File: src/design/ctok_pkg.sv
// shared types and constants of the c subset tokenizer
package ctok_pkg;

  // token kinds
  localparam logic [2:0] KIND_RES = 3'd0;
  localparam logic [2:0] KIND_NUM = 3'd1;
  localparam logic [2:0] KIND_ID  = 3'd2;
  localparam logic [2:0] KIND_EOF = 3'd3;
  localparam logic [2:0] KIND_ERR = 3'd4;

  // reserved codes used by name
  localparam logic [4:0] CODE_NONE  = 5'd0;
  localparam logic [4:0] CODE_EQEQ  = 5'd6;
  localparam logic [4:0] CODE_NE    = 5'd7;
  localparam logic [4:0] CODE_LE    = 5'd8;
  localparam logic [4:0] CODE_GE    = 5'd9;
  localparam logic [4:0] CODE_PUNCT = 5'd10;

  localparam logic [30:0] VAL_MAX = 31'h7FFF_FFFF;
  localparam logic [15:0] LEN_MAX = 16'hFFFF;

  // keywords, packed big-endian into the low bytes
  localparam int NUM_KW = 6;
  localparam logic [47:0] KW_TEXT [NUM_KW] = '{
    48'h7265_7475_726E, 48'h0000_0000_6966, 48'h0000_656C_7365,
    48'h0077_6869_6C65, 48'h0000_0066_6F72, 48'h0000_0069_6E74};
  localparam logic [2:0] KW_LEN [NUM_KW] = '{3'd6, 3'd2, 3'd4, 3'd5, 3'd3, 3'd3};

  // result queue
  localparam int QDEPTH = 4;
  localparam int QPTR_W = 2;
  localparam int QCNT_W = 3;

  typedef struct packed {
    logic [2:0]  kind;
    logic [4:0]  code;
    logic [15:0] start;
    logic [15:0] len;
    logic [30:0] value;
    logic        ovf;
    logic        last;
  } res_t;

  typedef struct packed {
    logic       full;
    logic [1:0] push_cnt;
  } qctl_t;

  function automatic logic is_letter(input logic [7:0] b);
    return (b >= 8'h61 && b <= 8'h7A) || (b >= 8'h41 && b <= 8'h5A) || b == 8'h5F;
  endfunction

  function automatic logic is_digit(input logic [7:0] b);
    return b >= 8'h30 && b <= 8'h39;
  endfunction

  function automatic logic is_space(input logic [7:0] b);
    return b == 8'h20 || (b >= 8'h09 && b <= 8'h0D);
  endfunction

  // one-byte punctuator lookup: bit 5 flags a hit
  function automatic logic [5:0] punct_lookup(input logic [7:0] b);
    logic [5:0] r;
    case (b)
      8'h2B:   r = {1'b1, CODE_PUNCT + 5'd0};
      8'h2D:   r = {1'b1, CODE_PUNCT + 5'd1};
      8'h2A:   r = {1'b1, CODE_PUNCT + 5'd2};
      8'h2F:   r = {1'b1, CODE_PUNCT + 5'd3};
      8'h28:   r = {1'b1, CODE_PUNCT + 5'd4};
      8'h29:   r = {1'b1, CODE_PUNCT + 5'd5};
      8'h3C:   r = {1'b1, CODE_PUNCT + 5'd6};
      8'h3E:   r = {1'b1, CODE_PUNCT + 5'd7};
      8'h3B:   r = {1'b1, CODE_PUNCT + 5'd8};
      8'h3D:   r = {1'b1, CODE_PUNCT + 5'd9};
      8'h7B:   r = {1'b1, CODE_PUNCT + 5'd10};
      8'h7D:   r = {1'b1, CODE_PUNCT + 5'd11};
      8'h2C:   r = {1'b1, CODE_PUNCT + 5'd12};
      8'h26:   r = {1'b1, CODE_PUNCT + 5'd13};
      default: r = 6'd0;
    endcase
    return r;
  endfunction

endpackage

File: src/design/ctok_front.sv
// scanner front end: accepts bytes, tracks the pending token, builds results
module ctok_front #(
  parameter int OFFSET_BITS = 16
) (
  input  logic             clk_i,
  input  logic             rst_ni,
  input  logic             in_valid_i,
  input  logic [7:0]       text_byte_i,
  input  logic             end_of_text_i,
  input  logic             full_i,
  output ctok_pkg::res_t   res0_o,
  output ctok_pkg::res_t   res1_o,
  output logic [1:0]       push_cnt_o
);
  import ctok_pkg::*;

  typedef enum logic [4:0] {
    M_IDLE = 5'b00001,
    M_NUM  = 5'b00010,
    M_WORD = 5'b00100,
    M_OP   = 5'b01000,
    M_ERR  = 5'b10000
  } mode_e;

  mode_e                  mode_q, mode_d;
  logic [15:0]            start_q, start_d;
  logic [15:0]            len_q, len_d;
  logic [30:0]            acc_q, acc_d;
  logic [47:0]            prefix_q, prefix_d;
  logic [OFFSET_BITS-1:0] pos_q, pos_d;
  logic                   sat_q, sat_d;

  logic        accept;
  logic [31:0] pos_ext;
  logic [15:0] pos16;
  logic [7:0]  opc;
  logic [34:0] acc_next;
  logic [5:0]  pl;
  logic [5:0]  opl;
  logic        pv, cv, sv;
  res_t        cres, sres;

  assign accept  = in_valid_i && !full_i;
  assign pos_ext = 32'(pos_q);
  assign pos16   = pos_ext[15:0];
  assign opc     = prefix_q[7:0];
  assign acc_next = ({4'd0, acc_q} << 3) + ({4'd0, acc_q} << 1) + 35'(text_byte_i - 8'h30);
  assign pl      = punct_lookup(text_byte_i);
  assign opl     = punct_lookup(opc);

  // result for the token that is pending now
  always_comb begin
    cres = '0;
    cres.start = start_q;
    pv = 1'b0;
    case (mode_q)
      M_NUM: begin
        pv = 1'b1;
        cres.kind = KIND_NUM;
        cres.len = len_q;
        cres.value = acc_q;
        cres.ovf = sat_q;
      end
      M_WORD: begin
        pv = 1'b1;
        cres.kind = KIND_ID;
        cres.len = len_q;
        cres.ovf = sat_q;
        for (int k = 0; k < NUM_KW; k++) begin
          if (len_q == 16'(KW_LEN[k]) && prefix_q == KW_TEXT[k]) begin
            cres.kind = KIND_RES;
            cres.code = 5'(k);
            cres.ovf = 1'b0;
          end
        end
      end
      M_OP: begin
        pv = 1'b1;
        cres.len = 16'd1;
        if (opc == 8'h21) begin
          cres.kind = KIND_ERR;
        end else begin
          cres.kind = KIND_RES;
          cres.code = opl[4:0];
        end
      end
      default: pv = 1'b0;
    endcase
  end

  // next state and the result items of this byte
  always_comb begin
    mode_d   = mode_q;
    start_d  = start_q;
    len_d    = len_q;
    acc_d    = acc_q;
    prefix_d = prefix_q;
    pos_d    = pos_q;
    sat_d    = sat_q;
    cv       = pv;
    sv       = 1'b0;
    sres     = '0;
    sres.start = pos16;
    sres.len   = 16'd1;
    res0_o   = '0;
    res1_o   = '0;
    push_cnt_o = 2'd0;
    if (end_of_text_i) begin
      sres.kind = KIND_EOF;
      sres.len  = 16'd0;
      sv = 1'b1;
      mode_d = M_IDLE;
      start_d = '0;
      len_d = '0;
      acc_d = '0;
      prefix_d = '0;
      pos_d = '0;
      sat_d = 1'b0;
    end else begin
      pos_d = pos_q + 1'b1;
      if (mode_q == M_ERR) begin
        cv = 1'b0;
      end else if (mode_q == M_NUM && is_digit(text_byte_i)) begin
        cv = 1'b0;
        if (acc_next > 35'(VAL_MAX)) begin
          acc_d = VAL_MAX;
          sat_d = 1'b1;
        end else begin
          acc_d = acc_next[30:0];
        end
        if (len_q >= LEN_MAX) sat_d = 1'b1;
        else len_d = len_q + 16'd1;
      end else if (mode_q == M_WORD && (is_letter(text_byte_i) || is_digit(text_byte_i))) begin
        cv = 1'b0;
        if (len_q < 16'd6) prefix_d = {prefix_q[39:0], text_byte_i};
        if (len_q >= LEN_MAX) sat_d = 1'b1;
        else len_d = len_q + 16'd1;
      end else if (mode_q == M_OP && text_byte_i == 8'h3D) begin
        cv = 1'b0;
        sv = 1'b1;
        sres.kind  = KIND_RES;
        sres.start = start_q;
        sres.len   = 16'd2;
        case (opc)
          8'h3D:   sres.code = CODE_EQEQ;
          8'h21:   sres.code = CODE_NE;
          8'h3C:   sres.code = CODE_LE;
          default: sres.code = CODE_GE;
        endcase
        mode_d = M_IDLE;
      end else if (mode_q == M_OP && opc == 8'h21) begin
        cv = 1'b0;
        sv = 1'b1;
        sres.kind  = KIND_ERR;
        sres.start = start_q;
        mode_d = M_ERR;
      end else begin
        // close pending token, then start a new one with this byte
        start_d  = pos16;
        len_d    = 16'd1;
        sat_d    = 1'b0;
        acc_d    = '0;
        prefix_d = '0;
        mode_d   = M_IDLE;
        if (is_space(text_byte_i)) begin
          len_d = 16'd0;
        end else if (is_digit(text_byte_i)) begin
          mode_d = M_NUM;
          acc_d = 31'(text_byte_i - 8'h30);
        end else if (is_letter(text_byte_i)) begin
          mode_d = M_WORD;
          prefix_d = 48'(text_byte_i);
        end else if (text_byte_i == 8'h3D || text_byte_i == 8'h21 ||
                     text_byte_i == 8'h3C || text_byte_i == 8'h3E) begin
          mode_d = M_OP;
          prefix_d = 48'(text_byte_i);
        end else if (pl[5]) begin
          sv = 1'b1;
          sres.kind = KIND_RES;
          sres.code = pl[4:0];
        end else begin
          sv = 1'b1;
          sres.kind = KIND_ERR;
          mode_d = M_ERR;
        end
      end
    end
    // pack results, flag the final one
    if (accept) begin
      if (cv && sv) begin
        res0_o = cres;
        res1_o = sres;
        res1_o.last = 1'b1;
        push_cnt_o = 2'd2;
      end else if (cv) begin
        res0_o = cres;
        res0_o.last = 1'b1;
        push_cnt_o = 2'd1;
      end else if (sv) begin
        res0_o = sres;
        res0_o.last = 1'b1;
        push_cnt_o = 2'd1;
      end
    end
  end

  // scan state
  always_ff @(posedge clk_i or negedge rst_ni) begin
    if (!rst_ni) begin
      mode_q   <= M_IDLE;
      start_q  <= '0;
      len_q    <= '0;
      acc_q    <= '0;
      prefix_q <= '0;
      pos_q    <= '0;
      sat_q    <= 1'b0;
    end else if (accept) begin
      mode_q   <= mode_d;
      start_q  <= start_d;
      len_q    <= len_d;
      acc_q    <= acc_d;
      prefix_q <= prefix_d;
      pos_q    <= pos_d;
      sat_q    <= sat_d;
    end
  end

  // error mode swallows bytes
  a_err_silent: assert property (@(posedge clk_i) disable iff (!rst_ni)
    (accept && mode_q == M_ERR && !end_of_text_i) |-> push_cnt_o == 2'd0)
    else $error("result pushed while dropping input");
  // the end marker always yields the end token last
  a_eot_push: assert property (@(posedge clk_i) disable iff (!rst_ni)
    (accept && end_of_text_i) |-> push_cnt_o != 2'd0)
    else $error("end marker without result");
  // end marker returns to idle
  a_eot_idle: assert property (@(posedge clk_i) disable iff (!rst_ni)
    (accept && end_of_text_i) |=> (mode_q == M_IDLE && pos_q == '0))
    else $error("end marker did not reset scanner");
endmodule

File: src/design/ctok_queue.sv
// result queue between scanner and output stage, two writes one read per cycle
module ctok_queue (
  input  logic             clk_i,
  input  logic             rst_ni,
  input  ctok_pkg::res_t   res0_i,
  input  ctok_pkg::res_t   res1_i,
  input  logic [1:0]       push_cnt_i,
  input  logic             pop_i,
  output ctok_pkg::res_t   head_o,
  output logic             nonempty_o,
  output ctok_pkg::qctl_t  ctl_o
);
  import ctok_pkg::*;

  res_t               mem [QDEPTH];
  logic [QPTR_W-1:0]  wr_q, rd_q;
  logic [QCNT_W-1:0]  cnt_q;
  logic [QPTR_W-1:0]  wr_nx;

  assign wr_nx      = wr_q + 1'b1;
  assign head_o     = mem[rd_q];
  assign nonempty_o = cnt_q != '0;
  assign ctl_o.full = cnt_q > QCNT_W'(QDEPTH - 2);
  assign ctl_o.push_cnt = push_cnt_i;

  // entry storage
  always_ff @(posedge clk_i) begin
    if (push_cnt_i != 2'd0) mem[wr_q] <= res0_i;
    if (push_cnt_i == 2'd2) mem[wr_nx] <= res1_i;
  end

  // pointers and fill count
  always_ff @(posedge clk_i or negedge rst_ni) begin
    if (!rst_ni) begin
      wr_q  <= '0;
      rd_q  <= '0;
      cnt_q <= '0;
    end else begin
      wr_q  <= wr_q + QPTR_W'(push_cnt_i);
      rd_q  <= rd_q + QPTR_W'(pop_i);
      cnt_q <= cnt_q + QCNT_W'(push_cnt_i) - QCNT_W'(pop_i);
    end
  end

  a_no_overflow: assert property (@(posedge clk_i) disable iff (!rst_ni)
    (32'(cnt_q) + 32'(push_cnt_i) - 32'(pop_i)) <= QDEPTH)
    else $error("result queue overflow");
  a_no_underflow: assert property (@(posedge clk_i) disable iff (!rst_ni)
    pop_i |-> cnt_q != '0)
    else $error("pop from empty result queue");
  a_full_blocks: assert property (@(posedge clk_i) disable iff (!rst_ni)
    ctl_o.full |-> push_cnt_i == 2'd0)
    else $error("push while full");
endmodule

File: src/design/ctok_back.sv
// output stage: moves queued results into the output register
module ctok_back (
  input  logic             clk_i,
  input  logic             rst_ni,
  input  ctok_pkg::res_t   head_i,
  input  logic             nonempty_i,
  input  logic             out_stall_i,
  output logic             pop_o,
  output logic             out_valid_o,
  output ctok_pkg::res_t   out_o
);
  import ctok_pkg::*;

  logic valid_q;
  res_t data_q;

  assign pop_o       = nonempty_i && (!valid_q || !out_stall_i);
  assign out_valid_o = valid_q;
  assign out_o       = data_q;

  // output valid
  always_ff @(posedge clk_i or negedge rst_ni) begin
    if (!rst_ni) valid_q <= 1'b0;
    else if (!valid_q || !out_stall_i) valid_q <= nonempty_i;
  end

  // output payload
  always_ff @(posedge clk_i) begin
    if (pop_o) data_q <= head_i;
  end

  a_hold: assert property (@(posedge clk_i) disable iff (!rst_ni)
    (valid_q && out_stall_i) |=> (valid_q && $stable(data_q)))
    else $error("stalled output changed");
  a_pop_load: assert property (@(posedge clk_i) disable iff (!rst_ni)
    pop_o |=> valid_q)
    else $error("popped item not presented");
  a_no_pop_stalled: assert property (@(posedge clk_i) disable iff (!rst_ni)
    (valid_q && out_stall_i) |-> !pop_o)
    else $error("pop while output stalled");
endmodule

File: src/design/c_subset_tokenizer.sv
// c subset tokenizer top level
// path: the result items of a byte are written into the result queue when the
// byte is accepted, then popped into the output register once it is free
// throughput: one byte per cycle while in_stall_o is low; a byte that gives two
// items pushes both at once into the four-entry result queue
// reset: asynchronous active low, scanner idle at offset 0, queue empty
module c_subset_tokenizer #(
  parameter int OFFSET_BITS = 16
) (
  input  logic        clk_i,
  input  logic        rst_ni,
  input  logic        in_valid_i,
  output logic        in_stall_o,
  input  logic [7:0]  text_byte_i,
  input  logic        end_of_text_i,
  output logic        out_valid_o,
  input  logic        out_stall_i,
  output logic [2:0]  token_kind_o,
  output logic [4:0]  reserved_code_o,
  output logic [15:0] start_offset_o,
  output logic [15:0] token_length_o,
  output logic [30:0] number_value_o,
  output logic        overflow_o,
  output logic        last_of_run_o
);
  import ctok_pkg::*;

  res_t       res0, res1, head, outr;
  logic [1:0] push_cnt;
  logic       nonempty, pop;
  qctl_t      qctl;

  assign in_stall_o = qctl.full;

  // scanner
  ctok_front #(.OFFSET_BITS(OFFSET_BITS)) u_front (
    .clk_i, .rst_ni, .in_valid_i, .text_byte_i, .end_of_text_i,
    .full_i(qctl.full), .res0_o(res0), .res1_o(res1), .push_cnt_o(push_cnt)
  );

  // result queue
  ctok_queue u_queue (
    .clk_i, .rst_ni, .res0_i(res0), .res1_i(res1), .push_cnt_i(push_cnt),
    .pop_i(pop), .head_o(head), .nonempty_o(nonempty), .ctl_o(qctl)
  );

  // output register
  ctok_back u_back (
    .clk_i, .rst_ni, .head_i(head), .nonempty_i(nonempty), .out_stall_i,
    .pop_o(pop), .out_valid_o, .out_o(outr)
  );

  assign token_kind_o    = outr.kind;
  assign reserved_code_o = outr.code;
  assign start_offset_o  = outr.start;
  assign token_length_o  = outr.len;
  assign number_value_o  = outr.value;
  assign overflow_o      = outr.ovf;
  assign last_of_run_o   = outr.last;
endmodule

File: config.mk
export PLATFORM = sky130hd
export DESIGN_NAME = c_subset_tokenizer
export DESIGN_NICKNAME = d
export VERILOG_FILES = /design/src/design/ctok_pkg.sv /design/src/design/ctok_front.sv /design/src/design/ctok_queue.sv /design/src/design/ctok_back.sv /design/src/design/c_subset_tokenizer.sv
export SDC_FILE = /design/constraint.sdc
export NUM_CORES = 1
export LEC_CHECK = 0
export ABC_AREA = 1
export BUFFER_PORTS_ARGS = -buffer_cell sky130_fd_sc_hd__buf_2
export CAP_MARGIN = 10
export CORE_MARGIN = 3
export CORE_UTILIZATION = 34
export DETAILED_ROUTE_END_ITERATION = 7
export GPL_TIMING_DRIVEN = 0
export PLACE_DENSITY = 0.54
export RECOVER_POWER = 50
export SYNTH_ARGS = -nofsm -noshare
export SYNTH_HDL_FRONTEND = slang
export SYNTH_SLANG_ARGS = --single-unit
File: constraint.sdc
create_clock -name clk_i -period 16.2 [get_ports clk_i]
set_clock_uncertainty 0.1 [all_clocks]
set_input_delay 3.24 -clock clk_i [delete_from_list [all_inputs] [get_ports clk_i]]
set_output_delay 3.24 -clock clk_i [all_outputs]
set_load 0.02 [all_outputs]
Word-level counts from Yosys, hierarchy flattened
Memories as Yosys holds them, arrays and structs flattened. A register that Yosys moved wholly into a read port is not among the register bits.
Cells that the tools add are included.

word-level totals
  register bits after elaboration = 141
  memory bits (writable) = 292
  word-level logic and storage cells = 259
  memories kept = 1

operators by class
  add/subtract/negate cells = 11
  $lt $le $gt $ge = 12
  eq/ne operators = 62
  muxes and demuxes = 124
  reductions and logical operators = 38

memory list
  name         depth  width  read ports  clocked after Yosys merged registers in  wr ports  RTL line          RTL
  u_queue.mem  4      73     1           1                                        2         ctok_queue.sv:15  res_t mem [QDEPTH];

operator list
  operator                                                                           number
  48-bit 2-to-1 mux                                                                  10
  73-bit 2-to-1 mux                                                                  6
  31-bit 2-to-1 mux                                                                  10
  16-bit 2-to-1 mux                                                                  15
  8-bit by 6-bit equality test with 1-bit output, second input constant              27
  40-bit 2-to-1 mux                                                                  3
  48-bit by 23-bit equality test with 1-bit output, second input constant            2
  6-bit one-hot mux with 14 select lines                                             1
  5-bit 2-to-1 mux                                                                   14
  5-bit one-hot mux with 14 select lines                                             1
  16-bit by 3-bit equality test with 1-bit output, second input constant             3
  48-bit by 15-bit equality test with 1-bit output, second input constant            1
  48-bit by 31-bit equality test with 1-bit output, second input constant            1
  48-bit by 39-bit equality test with 1-bit output, second input constant            1
  48-bit by 47-bit equality test with 1-bit output, second input constant            1
  8-bit 2-to-1 mux                                                                   6
  8-bit by 7-bit equality test with 1-bit output, second input constant              5
  1-bit 2-to-1 mux                                                                   38
  34-bit by 32-bit adder with 35-bit output                                          1
  35-bit adder                                                                       1
  35-bit by 31-bit greater-than comparator with 1-bit output, second input constant  1
  7-bit 2-to-1 mux                                                                   5
  16-bit by 1-bit adder with 16-bit output, second input constant                    2
  16-bit by 2-bit equality test with 1-bit output, second input constant             2
  44 further kinds                                                                   90

Longest topological paths before layout
  depth after elaboration = 21
  depth in mapped cells = 27

Hierarchy
A second synthesis with hierarchy kept.

second synthesis, totals
  cell total of the unflattened synthesis = 4033
  area total of the unflattened synthesis = 31237.5 sq um

by module, submodules not included
  module      instances  cells an instance  area each (sq um)  sequential area each (sq um)
  ctok_queue  1          2096               16553.4            8943.6
  ctok_front  1          1859               12446.9            3329.4
  ctok_back   1          78                 2237.1             2217.1

Worst setup path after synthesis
Ideal clock, no wire load.

  path kind = input to register
  from = in out_stall_i
  to = reg u_queue.cnt_q[2]
  library setup time = 129 ps
  data arrival time = 10505 ps
  data required time = 15971 ps
  setup slack = 5466 ps
  stages = 9
  cells stage by stage = nand2_1 -> a21boi_0 -> ha_1 -> inv_1 -> ha_1 -> inv_1 -> fa_1 -> xnor2_1 -> xor2_1

on the way
  longest elaborated chain between the ends = 4

RTL lines
  item                                         RTL line                  RTL
  start: declaration                           c_subset_tokenizer.sv:17  input logic out_stall_i,
  1-bit logical NOT                            ctok_back.sv:17           assign pop_o = nonempty_i && (!valid_q || !out_stall_i);
  1-bit logical OR                             ctok_back.sv:17
  1-bit logical AND                            ctok_back.sv:17
  via pop                                      c_subset_tokenizer.sv:30  logic nonempty, pop;
  3-bit by 1-bit subtractor with 3-bit output  ctok_queue.sv:41          cnt_q <= cnt_q + QCNT_W'(push_cnt_i) - QCNT_W'(pop_i);
  end signal: assignment                       ctok_queue.sv:41
  end: declaration                             ctok_queue.sv:17          logic [QCNT_W-1:0] cnt_q;

The timed path passes the listed nets, and every way through them passes these cells.
A chain may end at the register's enable or synchronous reset.

==> metrics.txt <==
total routed wirelength 84230 µm; asr flop ratio synth 27.87%; Worst VDD drop 0.08730 mV; Max FO, Critical Path 106; DRT Pass-1 Iters 5; Tmin final 10.11 ns; IO buf count 85; Clk pin slew, worst setup/hold paths 0.06 ns; leak pwr 11.97 nW; gr usage total 20.28%; most frequent CP cell clkbuf_1; synthesized area per cell 8.025 µm²; setup slack at placement 7.469 ns; Crit Path Class input pin to asynchronous set/reset pin; total power 4.401 mW; fmax 0.09894 GHz; first-pass GRT wire length 130500 µm; Critical Path End u_front.prefix_q[39]; gpl congestion 0.8989; Clock power frac 29.6%; EDFF count, synth 181; Synth Cell Area 0.02649 mm²; CP max stage cell clkbuf_1; worst hold path type flip-flop to flip-flop; CTS resizes 0; Worst path max stage delay 4.30 ns; Remaining Overflow, GRT 0; reg-to-reg slack, setup 10.54 ns; final setup vio count 0; status finished, violations left; H-tree Lvls 2; Die Span Y 285.1 µm; layout cells sized above 1 7.033%; Crit path depth 2; #FFs+latches synth 506; final worst slack 6.093 ns; Net Sw Frac 39.57%; Die X 285.1 µm; most frequent cells in the layout 825 x nand2_1, 340 x o21ai_0, 324 x nor2_1, 220 x clkbuf_1, 217 x nand3_1; top-area cell type share of the netlist area 20.52%; main flop type after synthesis dfxtp_1; Worst Tran Pin Value 6.077 ns; Yosys cell types 54; DR vias 23.36k; RR Endpoint u_queue.mem[3][12]; P_sw 1.741 mW; NumNets Final 3547; DRT iter0 DRCs 1826; wire per inst 18.60 µm; design internal power 2.659 mW; biggest area consumer among synthesized cells edfxtp_1; CTS Buf Count 57; data required time of the critical path 15.33 ns; largest net degree at the start of global routing 107; count of final max-slew check failures 189; Worst setup EP type asynchronous set/reset pin; clock buffer depth 3; worst path cell trace clkbuf_1 -> clkbuf_1; setup_tns 0 ns; vias in the first global route 22.08k; failing checks max-capacitance violations, max-slew violations; Worst Hold Launch u_queue.mem[1][30]; CP Launch Point rst_ni; CTS sink cnt 506; Seq/Total Area, Yosys 47.75%; Area growth syn-to-layout 13.41%; number of max-cap violations 4; endpoints failing hold 0; Synth Warn # 0; relative slew slack -305.1%; hold buffer count at cts 0; vias per inst 5.158; Final Cycle Share 62.39%; CTS tree yes; Post-DP HPWL 61630 µm; most common cell after layout, fill and taps aside nand2_1; # IOs 88; Clock Root Buffer clkbuf_16; reg2reg start u_front.prefix_q[4]; core footprint 0.07658 mm²; Mapped Nets 3397; reg2reg path depth 23; DRC errors left 0; P per Cell Area 146.5 mW/mm²; combinational share of power 33.2%; Mapped Cells 3301; Critical Path AT 9.24 ns; Crit path buffers/inverters 2; crit path launch type input pin; RSZ-0062 raised after global routing false; row count 101; Starting Density 34.59%; delay-heaviest family, CP buffers and inverters; Skew-Pair Late Insertion Delay 0.62 ns; sequential power share 37.2%; antenna violations before repair 4; Area contributors post-synth edfxtp_1 21%, dfxtp_1 14%, dfrtp_1 13%; post-CTS setup buffers 0; die area 0.08129 mm²; remaining antenna violation count 0
==> final cells by class <==
class,instances,area (µm²)
Antenna cell,1,2.502
Buffer,170,758.2
Clock buffer,87,1694
Clock inverter,19,201.4
Fill cell,8098,46540
Inverter,223,839.6
Multi-Input combinational cell,2402,12210
Sequential cell,506,12650
Tap cell,1030,1289
Timing Repair Buffer,91,399.1
==> cell families (layout without fill, tap and decap cells) <==
logic type / count (synthesis) / after routing / synth area share, %
simple gates: 1577 / 1577 / 25.96
compound gates: 714 / 714 / 14.46
flops: 506 / 506 / 47.75
buf+inv: 393 / 590 / 6.107
fa+ha+maj: 83 / 83 / 4.799
xor+xnor: 28 / 28 / 0.9258
other cells: 0 / 1 / 0
==> metal layers <==
layer	vias up	share of wire, %	track usage (%)
li1	11470	-	-
met1	11060	48	30.04
met2	713	44	31.34
met3	116	6.3	2.774
met4	6	1.9	4.619
met5	-	0.040	0
==> through the flow <==
step / std cells / hold slack, ns / instance area, µm² / util [%]
floorplan: 3301 / 0.3209 / 26490 / -
global placement: 4416 / 0.3325 / 28200 / 36.83
detailed placement: 4422 / 0.3359 / 28400 / 37.08
CTS: 4528 / 0.3527 / 30290 / 39.56
global route: 4528 / 0.3682 / 30040 / 39.22
finish: 4529 / 0.3515 / 30040 / 39.23
==> Yosys cell counts (all sizes together), types with 18 or more instances <==
cell type / number
clkbuf: 110
o21ai: 501
edfxtp: 181
ha: 52
nand4: 39
nand2: 851
o22ai: 73
o31ai: 18
nor2: 336
dfrtp: 140
inv: 221
dfxtp: 184
nand3: 265
a21oi: 81
fa: 31
nor3: 60
buf: 60
==> worst register-to-register path: cells and delay by family (launching register included) <==
family / cells / cell delay, ns
AOI/OAI and AO/OA: 1 / 0.07
adders and majority gates: 1 / 0.20
DFF: 1 / 0.42
and+or+nand+nor: 12 / 2.76
buffers and inverters: 9 / 1.99
==> worst min-delay path by stage <==
stage,to,slack [ns],cells past startpoint
2_1_floorplan,u_queue.mem[1][1],0.32,2
3_3_place_gp,u_queue.mem[1][44],0.33,2
3_5_place_dp,u_queue.mem[2][1],0.34,2
4_1_cts,u_queue.mem[2][1],0.35,2
5_1_grt,u_queue.mem[1][28],0.37,2
6_report,u_queue.mem[1][30],0.35,2
==> power by group through the flow <==
stage	clock network [mW]	logic, mW	registers, mW
6_report	1.30	1.46	1.64
5_1_grt	1.38	1.60	1.66
4_1_cts	1.33	1.52	1.63
3_5_place_dp	0	1.51	1.66
3_3_place_gp	0	1.49	1.68
2_1_floorplan	0	0.812	1.78
==> registers in the layout, summed over array words and instances, names as in the netlist, 2 cells and up <==
signal / cells
u_queue.cnt_q: 3
u_front.mode_q: 5
u_front.prefix_q: 48
u_queue.wr_q: 2
u_front.pos16: 16
u_back.out_o: 73
u_queue.mem: 292
u_front.start_q: 16
u_front.acc_q: 31
u_front.len_q: 16
u_queue.rd_q: 2
Power figures use the tool's default switching activity.
